<file path="src/design/multi_queue_urgent_front_insert_unit_defines.svh">
// Assertion macros used by the queue bank back end (mqufi_back).
`ifndef MULTI_QUEUE_URGENT_FRONT_INSERT_UNIT_DEFINES_SVH
`define MULTI_QUEUE_URGENT_FRONT_INSERT_UNIT_DEFINES_SVH

// Same-cycle implication, checked outside reset.
`define MQUFI_ASSERT_IMPL(label, clk, rst, ante, cons, msg) \
   label: assert property (@(posedge clk) disable iff (rst) (ante) |-> (cons)) \
      else $error(msg);

// Next-cycle implication, checked outside reset.
`define MQUFI_ASSERT_NEXT(label, clk, rst, ante, cons, msg) \
   label: assert property (@(posedge clk) disable iff (rst) (ante) |=> (cons)) \
      else $error(msg);

`endif

</file>
<file path="src/design/mqufi_pkg.sv">
package mqufi_pkg;

   localparam int NUM_QUEUES  = 16;
   localparam int QUEUE_DEPTH = 8;
   localparam int ID_BITS     = 16;

   // Fixed port widths.
   localparam int SEL_W       = 4;
   localparam int IN_ID_W     = 16;
   localparam int OUT_ID_W    = 16;
   localparam int NEW_COUNT_W = 4;
   localparam int CODE_W      = 2;

   localparam int QIDX_W    = (NUM_QUEUES > 1) ? $clog2(NUM_QUEUES) : 1;
   localparam int PTR_W     = (QUEUE_DEPTH > 1) ? $clog2(QUEUE_DEPTH) : 1;
   localparam int CNT_W     = $clog2(QUEUE_DEPTH + 1);
   localparam int MEM_DEPTH = NUM_QUEUES * QUEUE_DEPTH;
   localparam int ADDR_W    = (MEM_DEPTH > 1) ? $clog2(MEM_DEPTH) : 1;
   localparam int ENTRY_W   = ID_BITS + 1;

   // Command queue between the front and back parts.
   localparam int FIFO_DEPTH = 2;
   localparam int FPTR_W     = (FIFO_DEPTH > 1) ? $clog2(FIFO_DEPTH) : 1;
   localparam int FFILL_W    = $clog2(FIFO_DEPTH + 1);

   typedef enum logic [2:0] {
      CMD_ADD_TAIL    = 3'd0,
      CMD_ADD_HEAD    = 3'd1,
      CMD_TAKE        = 3'd2,
      CMD_REJECT_ADD  = 3'd3,
      CMD_REJECT_TAKE = 3'd4
   } cmd_kind_type;

   typedef enum logic [CODE_W-1:0] {
      RC_DONE  = 2'd0,
      RC_FULL  = 2'd1,
      RC_EMPTY = 2'd2
   } result_code_type;

   typedef struct packed {
      cmd_kind_type        kind;
      logic [QIDX_W-1:0]   qidx;
      logic [ID_BITS-1:0]  id;
   } cmd_type;

   typedef struct packed {
      logic valid;
      logic full;
   } fifo_status_type;

endpackage

</file>
<file path="src/design/mqufi_front.sv">
module mqufi_front import mqufi_pkg::*; (
   input  logic               clock,
   input  logic               reset,
   input  logic               req_valid,
   output logic               req_stall,
   input  logic               req_type,
   input  logic [SEL_W-1:0]   req_queue_sel,
   input  logic               req_urgent,
   input  logic [IN_ID_W-1:0] req_item_id,
   output logic               cmd_valid,
   output cmd_type            cmd,
   input  logic               cmd_taken
);

   logic    cmd_valid_ff;
   logic    cmd_valid_in;
   cmd_type cmd_ff;
   cmd_type cmd_in;
   cmd_type decoded;
   logic    accept;
   logic    queue_exists;

   // The holding register stalls the requester only while it cannot drain.
   assign req_stall = cmd_valid_ff && !cmd_taken;
   assign accept    = req_valid && !req_stall;

   always_comb begin
      queue_exists = (int'(req_queue_sel) < NUM_QUEUES);
      decoded.qidx = QIDX_W'(req_queue_sel);
      decoded.id   = ID_BITS'(req_item_id);
      if (!queue_exists) begin
         decoded.kind = req_type ? CMD_REJECT_TAKE : CMD_REJECT_ADD;
      end else if (req_type) begin
         decoded.kind = CMD_TAKE;
      end else if (req_urgent) begin
         decoded.kind = CMD_ADD_HEAD;
      end else begin
         decoded.kind = CMD_ADD_TAIL;
      end
   end

   assign cmd_valid_in = accept || (cmd_valid_ff && !cmd_taken);
   assign cmd_in       = accept ? decoded : cmd_ff;

   always_ff @(posedge clock) begin
      if (reset) begin
         cmd_valid_ff <= 1'b0;
      end else begin
         cmd_valid_ff <= cmd_valid_in;
      end
      cmd_ff <= cmd_in;
   end

   assign cmd_valid = cmd_valid_ff;
   assign cmd       = cmd_ff;

endmodule

</file>
<file path="src/design/mqufi_cmd_fifo.sv">
module mqufi_cmd_fifo import mqufi_pkg::*; (
   input  logic            clock,
   input  logic            reset,
   input  logic            push,
   input  cmd_type         push_cmd,
   input  logic            pop,
   output cmd_type         head_cmd,
   output fifo_status_type status
);

   cmd_type             slot_ff [FIFO_DEPTH];
   logic [FPTR_W-1:0]   wr_ptr_ff;
   logic [FPTR_W-1:0]   wr_ptr_in;
   logic [FPTR_W-1:0]   rd_ptr_ff;
   logic [FPTR_W-1:0]   rd_ptr_in;
   logic [FFILL_W-1:0]  fill_ff;
   logic [FFILL_W-1:0]  fill_in;

   function automatic logic [FPTR_W-1:0] ptr_next(input logic [FPTR_W-1:0] p);
      return (p == FPTR_W'(FIFO_DEPTH - 1)) ? '0 : p + 1'b1;
   endfunction

   assign status.valid = (fill_ff != '0);
   assign status.full  = (fill_ff == FFILL_W'(FIFO_DEPTH));
   assign head_cmd     = slot_ff[rd_ptr_ff];

   always_comb begin
      wr_ptr_in = push ? ptr_next(wr_ptr_ff) : wr_ptr_ff;
      rd_ptr_in = pop ? ptr_next(rd_ptr_ff) : rd_ptr_ff;
      fill_in   = fill_ff;
      if (push && !pop) begin
         fill_in = fill_ff + 1'b1;
      end else if (pop && !push) begin
         fill_in = fill_ff - 1'b1;
      end
   end

   always_ff @(posedge clock) begin
      if (reset) begin
         wr_ptr_ff <= '0;
         rd_ptr_ff <= '0;
         fill_ff   <= '0;
      end else begin
         wr_ptr_ff <= wr_ptr_in;
         rd_ptr_ff <= rd_ptr_in;
         fill_ff   <= fill_in;
      end
      if (push) begin
         slot_ff[wr_ptr_ff] <= push_cmd;
      end
   end

endmodule

</file>
<file path="src/design/mqufi_back.sv">
`include "multi_queue_urgent_front_insert_unit_defines.svh"

module mqufi_back import mqufi_pkg::*; (
   input  logic                   clock,
   input  logic                   reset,
   input  fifo_status_type        fifo_status,
   input  cmd_type                head_cmd,
   output logic                   pop,
   output logic                   rsp_valid,
   input  logic                   rsp_stall,
   output logic [CODE_W-1:0]      rsp_result_code,
   output logic [OUT_ID_W-1:0]    rsp_out_id,
   output logic                   rsp_out_urgent,
   output logic [NEW_COUNT_W-1:0] rsp_new_count
);

   typedef enum logic [1:0] {
      S_IDLE = 2'b01,
      S_READ = 2'b10
   } back_state_type;

   back_state_type     state_ff;
   back_state_type     state_in;

   // Per-queue bookkeeping: ring head pointer and fill count.
   logic [CNT_W-1:0]   count_ff [NUM_QUEUES];
   logic [PTR_W-1:0]   head_ff  [NUM_QUEUES];

   // Entry storage: urgent mark above the ID.
   logic [ENTRY_W-1:0] mem [MEM_DEPTH];
   logic [ENTRY_W-1:0] rd_data_ff;

   logic [CNT_W-1:0]   rd_cnt_ff;
   logic [CNT_W-1:0]   rd_cnt_in;

   logic               rsp_valid_ff;
   logic               rsp_valid_in;
   result_code_type    rsp_code_ff;
   result_code_type    rsp_code_in;
   logic [ID_BITS-1:0] rsp_id_ff;
   logic [ID_BITS-1:0] rsp_id_in;
   logic               rsp_urg_ff;
   logic               rsp_urg_in;
   logic [CNT_W-1:0]   rsp_cnt_ff;
   logic [CNT_W-1:0]   rsp_cnt_in;

   logic [CNT_W-1:0]   cur_cnt;
   logic [PTR_W-1:0]   cur_head;
   logic               is_full;
   logic               is_empty;
   logic [PTR_W:0]     tail_sum;
   logic [PTR_W-1:0]   tail_slot;
   logic [PTR_W-1:0]   head_dec;
   logic [PTR_W-1:0]   head_inc;

   logic               mem_we;
   logic [ADDR_W-1:0]  mem_wr_addr;
   logic [ENTRY_W-1:0] mem_wr_data;
   logic               mem_re;
   logic [ADDR_W-1:0]  mem_rd_addr;
   logic               count_we;
   logic [CNT_W-1:0]   count_new;
   logic               head_we;
   logic [PTR_W-1:0]   head_new;
   logic               rsp_load;
   logic               out_free;

   function automatic logic [ADDR_W-1:0] slot_addr(input logic [QIDX_W-1:0] q,
                                                   input logic [PTR_W-1:0] s);
      return ADDR_W'(q) * ADDR_W'(QUEUE_DEPTH) + ADDR_W'(s);
   endfunction

   assign out_free = !rsp_valid_ff || !rsp_stall;
   assign pop      = (state_ff == S_IDLE) && fifo_status.valid && out_free;

   always_comb begin
      cur_cnt   = count_ff[head_cmd.qidx];
      cur_head  = head_ff[head_cmd.qidx];
      is_full   = (cur_cnt >= CNT_W'(QUEUE_DEPTH));
      is_empty  = (cur_cnt == '0);
      tail_sum  = {1'b0, cur_head} + (PTR_W + 1)'(cur_cnt);
      tail_slot = (tail_sum >= (PTR_W + 1)'(QUEUE_DEPTH)) ?
                  PTR_W'(tail_sum - (PTR_W + 1)'(QUEUE_DEPTH)) : PTR_W'(tail_sum);
      head_dec  = (cur_head == '0) ? PTR_W'(QUEUE_DEPTH - 1) : cur_head - 1'b1;
      head_inc  = (cur_head == PTR_W'(QUEUE_DEPTH - 1)) ? '0 : cur_head + 1'b1;
   end

   always_comb begin
      state_in    = state_ff;
      mem_we      = 1'b0;
      mem_wr_addr = slot_addr(head_cmd.qidx, tail_slot);
      mem_wr_data = {1'b0, head_cmd.id};
      mem_re      = 1'b0;
      mem_rd_addr = slot_addr(head_cmd.qidx, cur_head);
      count_we    = 1'b0;
      count_new   = cur_cnt;
      head_we     = 1'b0;
      head_new    = cur_head;
      rd_cnt_in   = rd_cnt_ff;
      rsp_load    = 1'b0;
      rsp_code_in = RC_DONE;
      rsp_id_in   = '0;
      rsp_urg_in  = 1'b0;
      rsp_cnt_in  = '0;
      case (state_ff)
         S_IDLE: begin
            if (pop) begin
               case (head_cmd.kind)
                  CMD_ADD_TAIL: begin
                     rsp_load = 1'b1;
                     if (is_full) begin
                        rsp_code_in = RC_FULL;
                        rsp_cnt_in  = cur_cnt;
                     end else begin
                        mem_we     = 1'b1;
                        count_we   = 1'b1;
                        count_new  = cur_cnt + 1'b1;
                        rsp_cnt_in = count_new;
                     end
                  end
                  CMD_ADD_HEAD: begin
                     rsp_load = 1'b1;
                     if (is_full) begin
                        rsp_code_in = RC_FULL;
                        rsp_cnt_in  = cur_cnt;
                     end else begin
                        mem_we      = 1'b1;
                        mem_wr_addr = slot_addr(head_cmd.qidx, head_dec);
                        mem_wr_data = {1'b1, head_cmd.id};
                        head_we     = 1'b1;
                        head_new    = head_dec;
                        count_we    = 1'b1;
                        count_new   = cur_cnt + 1'b1;
                        rsp_cnt_in  = count_new;
                     end
                  end
                  CMD_TAKE: begin
                     if (is_empty) begin
                        rsp_load    = 1'b1;
                        rsp_code_in = RC_EMPTY;
                     end else begin
                        mem_re    = 1'b1;
                        head_we   = 1'b1;
                        head_new  = head_inc;
                        count_we  = 1'b1;
                        count_new = cur_cnt - 1'b1;
                        rd_cnt_in = count_new;
                        state_in  = S_READ;
                     end
                  end
                  CMD_REJECT_ADD: begin
                     rsp_load    = 1'b1;
                     rsp_code_in = RC_FULL;
                  end
                  CMD_REJECT_TAKE: begin
                     rsp_load    = 1'b1;
                     rsp_code_in = RC_EMPTY;
                  end
                  default: begin
                     rsp_load = 1'b0;
                  end
               endcase
            end
         end
         S_READ: begin
            // The head entry read at the pop edge is now in rd_data_ff.
            rsp_load   = 1'b1;
            rsp_id_in  = rd_data_ff[ID_BITS-1:0];
            rsp_urg_in = rd_data_ff[ID_BITS];
            rsp_cnt_in = rd_cnt_ff;
            state_in   = S_IDLE;
         end
         default: begin
            state_in = S_IDLE;
         end
      endcase
   end

   always_comb begin
      if (rsp_load) begin
         rsp_valid_in = 1'b1;
      end else if (rsp_valid_ff && !rsp_stall) begin
         rsp_valid_in = 1'b0;
      end else begin
         rsp_valid_in = rsp_valid_ff;
      end
   end

   always_ff @(posedge clock) begin
      if (reset) begin
         state_ff     <= S_IDLE;
         rsp_valid_ff <= 1'b0;
         for (int i = 0; i < NUM_QUEUES; i++) begin
            count_ff[i] <= '0;
            head_ff[i]  <= '0;
         end
      end else begin
         state_ff     <= state_in;
         rsp_valid_ff <= rsp_valid_in;
         if (count_we) begin
            count_ff[head_cmd.qidx] <= count_new;
         end
         if (head_we) begin
            head_ff[head_cmd.qidx] <= head_new;
         end
      end
      rd_cnt_ff <= rd_cnt_in;
      if (rsp_load) begin
         rsp_code_ff <= rsp_code_in;
         rsp_id_ff   <= rsp_id_in;
         rsp_urg_ff  <= rsp_urg_in;
         rsp_cnt_ff  <= rsp_cnt_in;
      end
   end

   always_ff @(posedge clock) begin
      if (mem_we) begin
         mem[mem_wr_addr] <= mem_wr_data;
      end
      if (mem_re) begin
         rd_data_ff <= mem[mem_rd_addr];
      end
   end

   assign rsp_valid       = rsp_valid_ff;
   assign rsp_result_code = rsp_code_ff;
   assign rsp_out_id      = OUT_ID_W'(rsp_id_ff);
   assign rsp_out_urgent  = rsp_urg_ff;
   assign rsp_new_count   = NEW_COUNT_W'(rsp_cnt_ff);

   `MQUFI_ASSERT_IMPL(a_read_slot_free, clock, reset, state_ff == S_READ, !rsp_valid_ff, "output register busy while a take waits for memory")
   `MQUFI_ASSERT_NEXT(a_result_follows, clock, reset, pop, rsp_valid_ff || state_ff == S_READ, "popped command produced no result")
   `MQUFI_ASSERT_IMPL(a_one_mem_op, clock, reset, mem_we, !mem_re, "memory written and read in one cycle")
   `MQUFI_ASSERT_IMPL(a_count_bound, clock, reset, count_we, count_new <= CNT_W'(QUEUE_DEPTH), "queue count beyond depth")

endmodule

</file>
<file path="src/design/multi_queue_urgent_front_insert_unit.sv">
// Bank of bounded queues with urgent insertion at the head.
// Request channel (req_valid / req_stall): req_type 0 adds req_item_id to queue
// req_queue_sel, at the tail, or at the head when req_urgent is set; req_type 1
// takes the head entry out. A queue number with no queue behind it is answered
// as full for an add and empty for a take, and changes nothing.
// Response channel (rsp_valid / rsp_stall): exactly one response per request, in
// request order, with the result code, the ID and urgent mark taken (zero
// otherwise) and the addressed queue's count after the request.
// Adds and failed takes are answered from the popped command; a successful take
// is answered after the registered read of the entry memory, in S_READ. The back
// end retires one add per cycle while its output is free, but takes no new command
// while a take waits for that read. A two-entry command queue lets the front
// accept requests while the back end works or is held.
// When the receiver stalls, the response holds, the back end stops at its next
// command, and the command queue and front register fill before req_stall rises.
// Reset clears all queue counts and head pointers at once; entries need no
// clearing because only entries that were written are ever read.
module multi_queue_urgent_front_insert_unit import mqufi_pkg::*; (
   input  logic                   clock,
   input  logic                   reset,
   input  logic                   req_valid,
   output logic                   req_stall,
   input  logic                   req_type,
   input  logic [SEL_W-1:0]       req_queue_sel,
   input  logic                   req_urgent,
   input  logic [IN_ID_W-1:0]     req_item_id,
   output logic                   rsp_valid,
   input  logic                   rsp_stall,
   output logic [CODE_W-1:0]      rsp_result_code,
   output logic [OUT_ID_W-1:0]    rsp_out_id,
   output logic                   rsp_out_urgent,
   output logic [NEW_COUNT_W-1:0] rsp_new_count
);

   logic            front_valid;
   cmd_type         front_cmd;
   logic            front_taken;
   cmd_type         fifo_head;
   fifo_status_type fifo_status;
   logic            back_pop;

   // A decoded command moves into the queue whenever the queue has room.
   assign front_taken = front_valid && !fifo_status.full;

   mqufi_front u_front (
      .clock         (clock),
      .reset         (reset),
      .req_valid     (req_valid),
      .req_stall     (req_stall),
      .req_type      (req_type),
      .req_queue_sel (req_queue_sel),
      .req_urgent    (req_urgent),
      .req_item_id   (req_item_id),
      .cmd_valid     (front_valid),
      .cmd           (front_cmd),
      .cmd_taken     (front_taken)
   );

   mqufi_cmd_fifo u_cmd_fifo (
      .clock    (clock),
      .reset    (reset),
      .push     (front_taken),
      .push_cmd (front_cmd),
      .pop      (back_pop),
      .head_cmd (fifo_head),
      .status   (fifo_status)
   );

   mqufi_back u_back (
      .clock           (clock),
      .reset           (reset),
      .fifo_status     (fifo_status),
      .head_cmd        (fifo_head),
      .pop             (back_pop),
      .rsp_valid       (rsp_valid),
      .rsp_stall       (rsp_stall),
      .rsp_result_code (rsp_result_code),
      .rsp_out_id      (rsp_out_id),
      .rsp_out_urgent  (rsp_out_urgent),
      .rsp_new_count   (rsp_new_count)
   );

endmodule
</file>
<file path="config.mk">
export PLATFORM = sky130hd
export DESIGN_NAME = multi_queue_urgent_front_insert_unit
export DESIGN_NICKNAME = d
export VERILOG_FILES = /design/src/design/mqufi_pkg.sv /design/src/design/mqufi_front.sv /design/src/design/mqufi_cmd_fifo.sv /design/src/design/mqufi_back.sv /design/src/design/multi_queue_urgent_front_insert_unit.sv
export VERILOG_INCLUDE_DIRS = /design/src /design/src/design
export SDC_FILE = /design/constraint.sdc
export NUM_CORES = 2
export LEC_CHECK = 0
export ABC_AREA = 0
export ABC_CLOCK_PERIOD_IN_PS = 6500
export BUFFER_PORTS_ARGS = -buffer_cell sky130_fd_sc_hd__buf_2
export CELL_PAD_IN_SITES_DETAIL_PLACEMENT = 1
export CELL_PAD_IN_SITES_GLOBAL_PLACEMENT = 1
export CORE_ASPECT_RATIO = 1.25
export CORE_MARGIN = 10
export CORE_UTILIZATION = 50
export DETAILED_ROUTE_END_ITERATION = 12
export PLACE_DENSITY_LB_ADDON = 0.1
export SLEW_MARGIN = 10
export SYNTH_ARGS = -nofsm -noshare
export SYNTH_HDL_FRONTEND = slang
export SYNTH_SLANG_ARGS = --single-unit
</file>
<file path="constraint.sdc">
create_clock -name clock -period 6.5 [get_ports clock]
set_input_delay 1.3 -clock clock [delete_from_list [all_inputs] [get_ports clock]]
set_output_delay 1.3 -clock clock [all_outputs]
set_load 0.05 [all_outputs]
</file>
==> impl_metrics.csv <==
group,metric,value,unit
status,outcome,"completed",
sta,finClkSkew,0.0286,ns
synth,ys_seq_elements,2407,
clock_network,post_cts_buffers,0,
setup_path,path_cells,"mux2i_2 -> buf_4 -> mux2i_1 -> mux2i_1 -> o22ai_1 -> o21a_4 -> buf_12 -> buf_12 -> buf_4 -> a221oi_1 -> o41ai_1 -> a41oi_1 -> or4_1",
clock_network,cts_root_buffer,"clkbuf_16",
clock_network,cts_inserted_buffers,231,
cells_and_area,area_growth_syn_to_layout,13.2,%
power,power_density,480,nW/µm²
cells_and_area,drive_gt1_share,16.3,%
power,power,52.1,mW
floorplanning,initial_core_util,50.3,%
power,clockPowerShare,25.4,%
sta,max_freq,160,MHz
clock_network,cts_sinks,2407,
sta,setup-tns-final,0,ns
synth,yosysTopAreaCell,"edfxtp_1",
synth,synthesis.area,95900,µm²
synth,synth_top_cell_area_share,75.1,%
cells_and_area,final_nets,5679,
flow_run,maxCapViolations,0,
setup_path,critPathRequiredTime,7.13,ns
floorplanning,boundaryPins,51,
floorplanning,die_y,510,µm
synth,synthArstFlopShare,0,%
sta,setup_viol,0,
setup_path,crit_type,"reg -> reg",
synth,synth.area.top_cells,"edfxtp_1 75%, mux2i_1 12%, a221oi_1 2.5%, mux2_2 1.8%, o211ai_1 1.1%",
clock_network,clk_latency,0.89,ns
detailed_routing,postRouteAntennaNets,0,
sta,relSlewSlack,9.38,%
placement,dp_hpwl,183000,µm
synth,synth_edf_count,2398,
clock_network,cts.hold.buffers_added,0,
global_routing,grt_max_degree,129,
power,p_comb_share,38.2,%
synth,netlist_instances,5367,
sta,rsz0062_at_grt,"false",
synth,yosysUniqueCellTypes,63,
setup_path,cp-start-kind,"register",
floorplanning,die-area,210000,µm²
synth,ys.flop_type,"edfxtp_1",
detailed_routing,wl_per_cell,34.9,µm
detailed_routing,vias,52842,
global_routing,overflow,0,
setup_path,critPathMaxStageDelay,1.01,ns
power,switching_share,38.5,%
detailed_routing,drt_pass1_iterations,6,
clock_network,cts.repair.resized,0,
sta,fin_crit,6.24,ns
synth,synth-seq-area-share,75.3,%
detailed_routing,drc,0,
global_routing,grt_pass1_wl,413000,µm
power,p_leak,37.7,nW
sta,hold_viol_final,0,
placement,placed_cell_area,101000,µm²
global_routing,grt_usage,27.4,%
synth,yosys_warnings,0,
power,ir_worst_vdd,0.427,mV
global_routing,antenna_found_initial,15,
setup_path,crit_arrival,6.86,ns
global_routing,grt_pass1_vias,54517,
sta,timing.final.max_slew_violations,0,
detailed_routing,vias_per_cell,6.30,
hold_path,worst_hold_path_type,"reg -> reg",
floorplanning,die_x,412,µm
setup_path,critPathSlowestCell,"o41ai_1",
clock_network,ctsLongestPathBuffers,3,
detailed_routing,drtIter0Drc,5026,
sta,worstMarginPinSlew,1.36,ns
power,power.internal,32.1,mW
clock_network,path_clk_slew,0.07,ns
sta,holdWs,0.445,ns
floorplanning,rows,179,
placement,portBuffers,50,
cells_and_area,stdcell_area,109000,µm²
clock_network,tritoncts,"done",
power,power_frac_seq,36.4,%
floorplanning,coreArea,191000,µm²
synth,syn-num-nets,5407,
setup_path,worstSetupEndpointType,"register",
setup_path,crit_fanout,38,
sta,finalCritPeriodShare,95.9,%
detailed_routing,routed_wl,293000,µm
clock_network,htreeDepth,4,
synth,avgSynthCellArea,17.9,µm²
power,switchingPower,20.0,mW
placement,place_congestion,0.847,
-- metrics by stage --
stage	cells	worst slack (ns)	util [%]
2_1_floorplan	5367	0.783	-
3_3_place_gp	7937	0.00542	53.0
3_5_place_dp	7940	0.359	53.1
4_1_cts	8373	0.298	56.9
5_1_grt	8380	0.203	56.9
6_report	8388	0.263	56.9
-- cell families after synthesis --
group                      Yosys count  share of synthesized area [%]
xor gates and xnor gates            10                         0.0913
muxes                             1274                           13.7
buffers and inverters              361                           1.68
DFF                               2407                           75.3
adders and majority gates           14                          0.191
and+or+nand+nor                    592                           2.99
AOI/OAI and AO/OA                  709                           6.03
-- registers in the layout (all words and copies together) (netlist names), 4 cells and up, named ones only --
register / count
u_back.count_ff: 64
u_back.rsp_out_id: 16
u_cmd_fifo.slot_ff: 44
u_back.rsp_new_count: 4
u_front.cmd: 22
u_back.head_ff: 48
u_back.mem: 2176
u_back.rd_data_ff: 17
u_back.rd_cnt_ff: 4
-- final cells by class --
| class | instances | area, µm² |
|---|---|---|
| Sequential cell | 2407 | 72200 |
| Fill cell | 16689 | 82100 |
| Timing Repair Buffer | 381 | 3130 |
| Tap cell | 2534 | 3170 |
| Multi-Input combinational cell | 2599 | 22600 |
| Antenna cell | 15 | 37.5 |
| Inverter | 19 | 71.3 |
| Clock buffer | 283 | 6080 |
| Clock inverter | 150 | 1280 |
-- power by group through the flow --
stage / combinational, mW / sequential [mW] / clock [mW]
floorplan: 11.0 / 19.4 / 0
global placement: 19.6 / 19.3 / 0
detailed placement: 19.9 / 19.3 / 0
CTS: 19.9 / 19.0 / 13.4
global route: 20.6 / 19.0 / 14.1
finish: 19.9 / 19.0 / 13.3
-- metal layers --
layer	routed length (µm)	global-route usage, %
met5	40	0
met3	17100	4.26
met4	13800	11.7
met1	115000	35.1
met2	147000	46.5
-- cell usage after synthesis (17+ instances only) --
library cell	number
edfxtp_1	2398
mux2i_1	1103
a221oi_1	272
nor2_1	190
buf_2	177
mux2_2	154
nand2_1	149
clkbuf_1	136
o211ai_1	136
a22oi_1	75
a41oi_1	73
o41ai_1	68
nor2b_1	54
and2_1	50
or3_1	37
nor3_1	34
o21ai_0	33
buf_1	20
nand2b_1	19
inv_1	17
or4_1	17
-- layout by cell type, fill, tap and decap left out, types with 17 or more instances in the layout --
master	n
or3_1	37
buf_12	31
nor2b_1	53
edfxtp_1	2398
clkbuf_16	235
a221oi_1	272
a41oi_1	70
nor2_1	156
o211ai_1	136
o41ai_1	68
nor3_1	34
inv_1	17
or4_1	17
clkbuf_1	46
mux2_2	138
buf_2	50
and2_1	50
buf_4	297
bufinv_16	18
o21ai_0	33
nor2_2	28
mux2i_1	1102
a22oi_1	73
clkinv_2	49
clkinv_1	65
nand2_1	149
nand2b_1	19
-- critical path: cells and delay by family, from the launching register on --
kind | cells | cell delay (ns)
buf+inv | 4 | 1.06
simple gates | 1 | 0.50
flops | 1 | 0.53
compound gates | 5 | 2.88
mux | 3 | 0.90
-- path summary, 6_finish.rpt --
kind | startpoint | endpoint | slack, ns | cells after the start
worst max-delay path | register | u_back.rd_data_ff[12] | 0.26 | 13
worst min-delay path | u_front.cmd[0] | u_cmd_fifo.slot_ff[0][0] | 0.45 | 0
worst max register to register | register | u_back.rd_data_ff[12] | 0.26 | 13
worst min register to register | u_front.cmd[0] | u_cmd_fifo.slot_ff[0][0] | 0.45 | 0
Note: power is estimated with default switching activity, not from simulation.
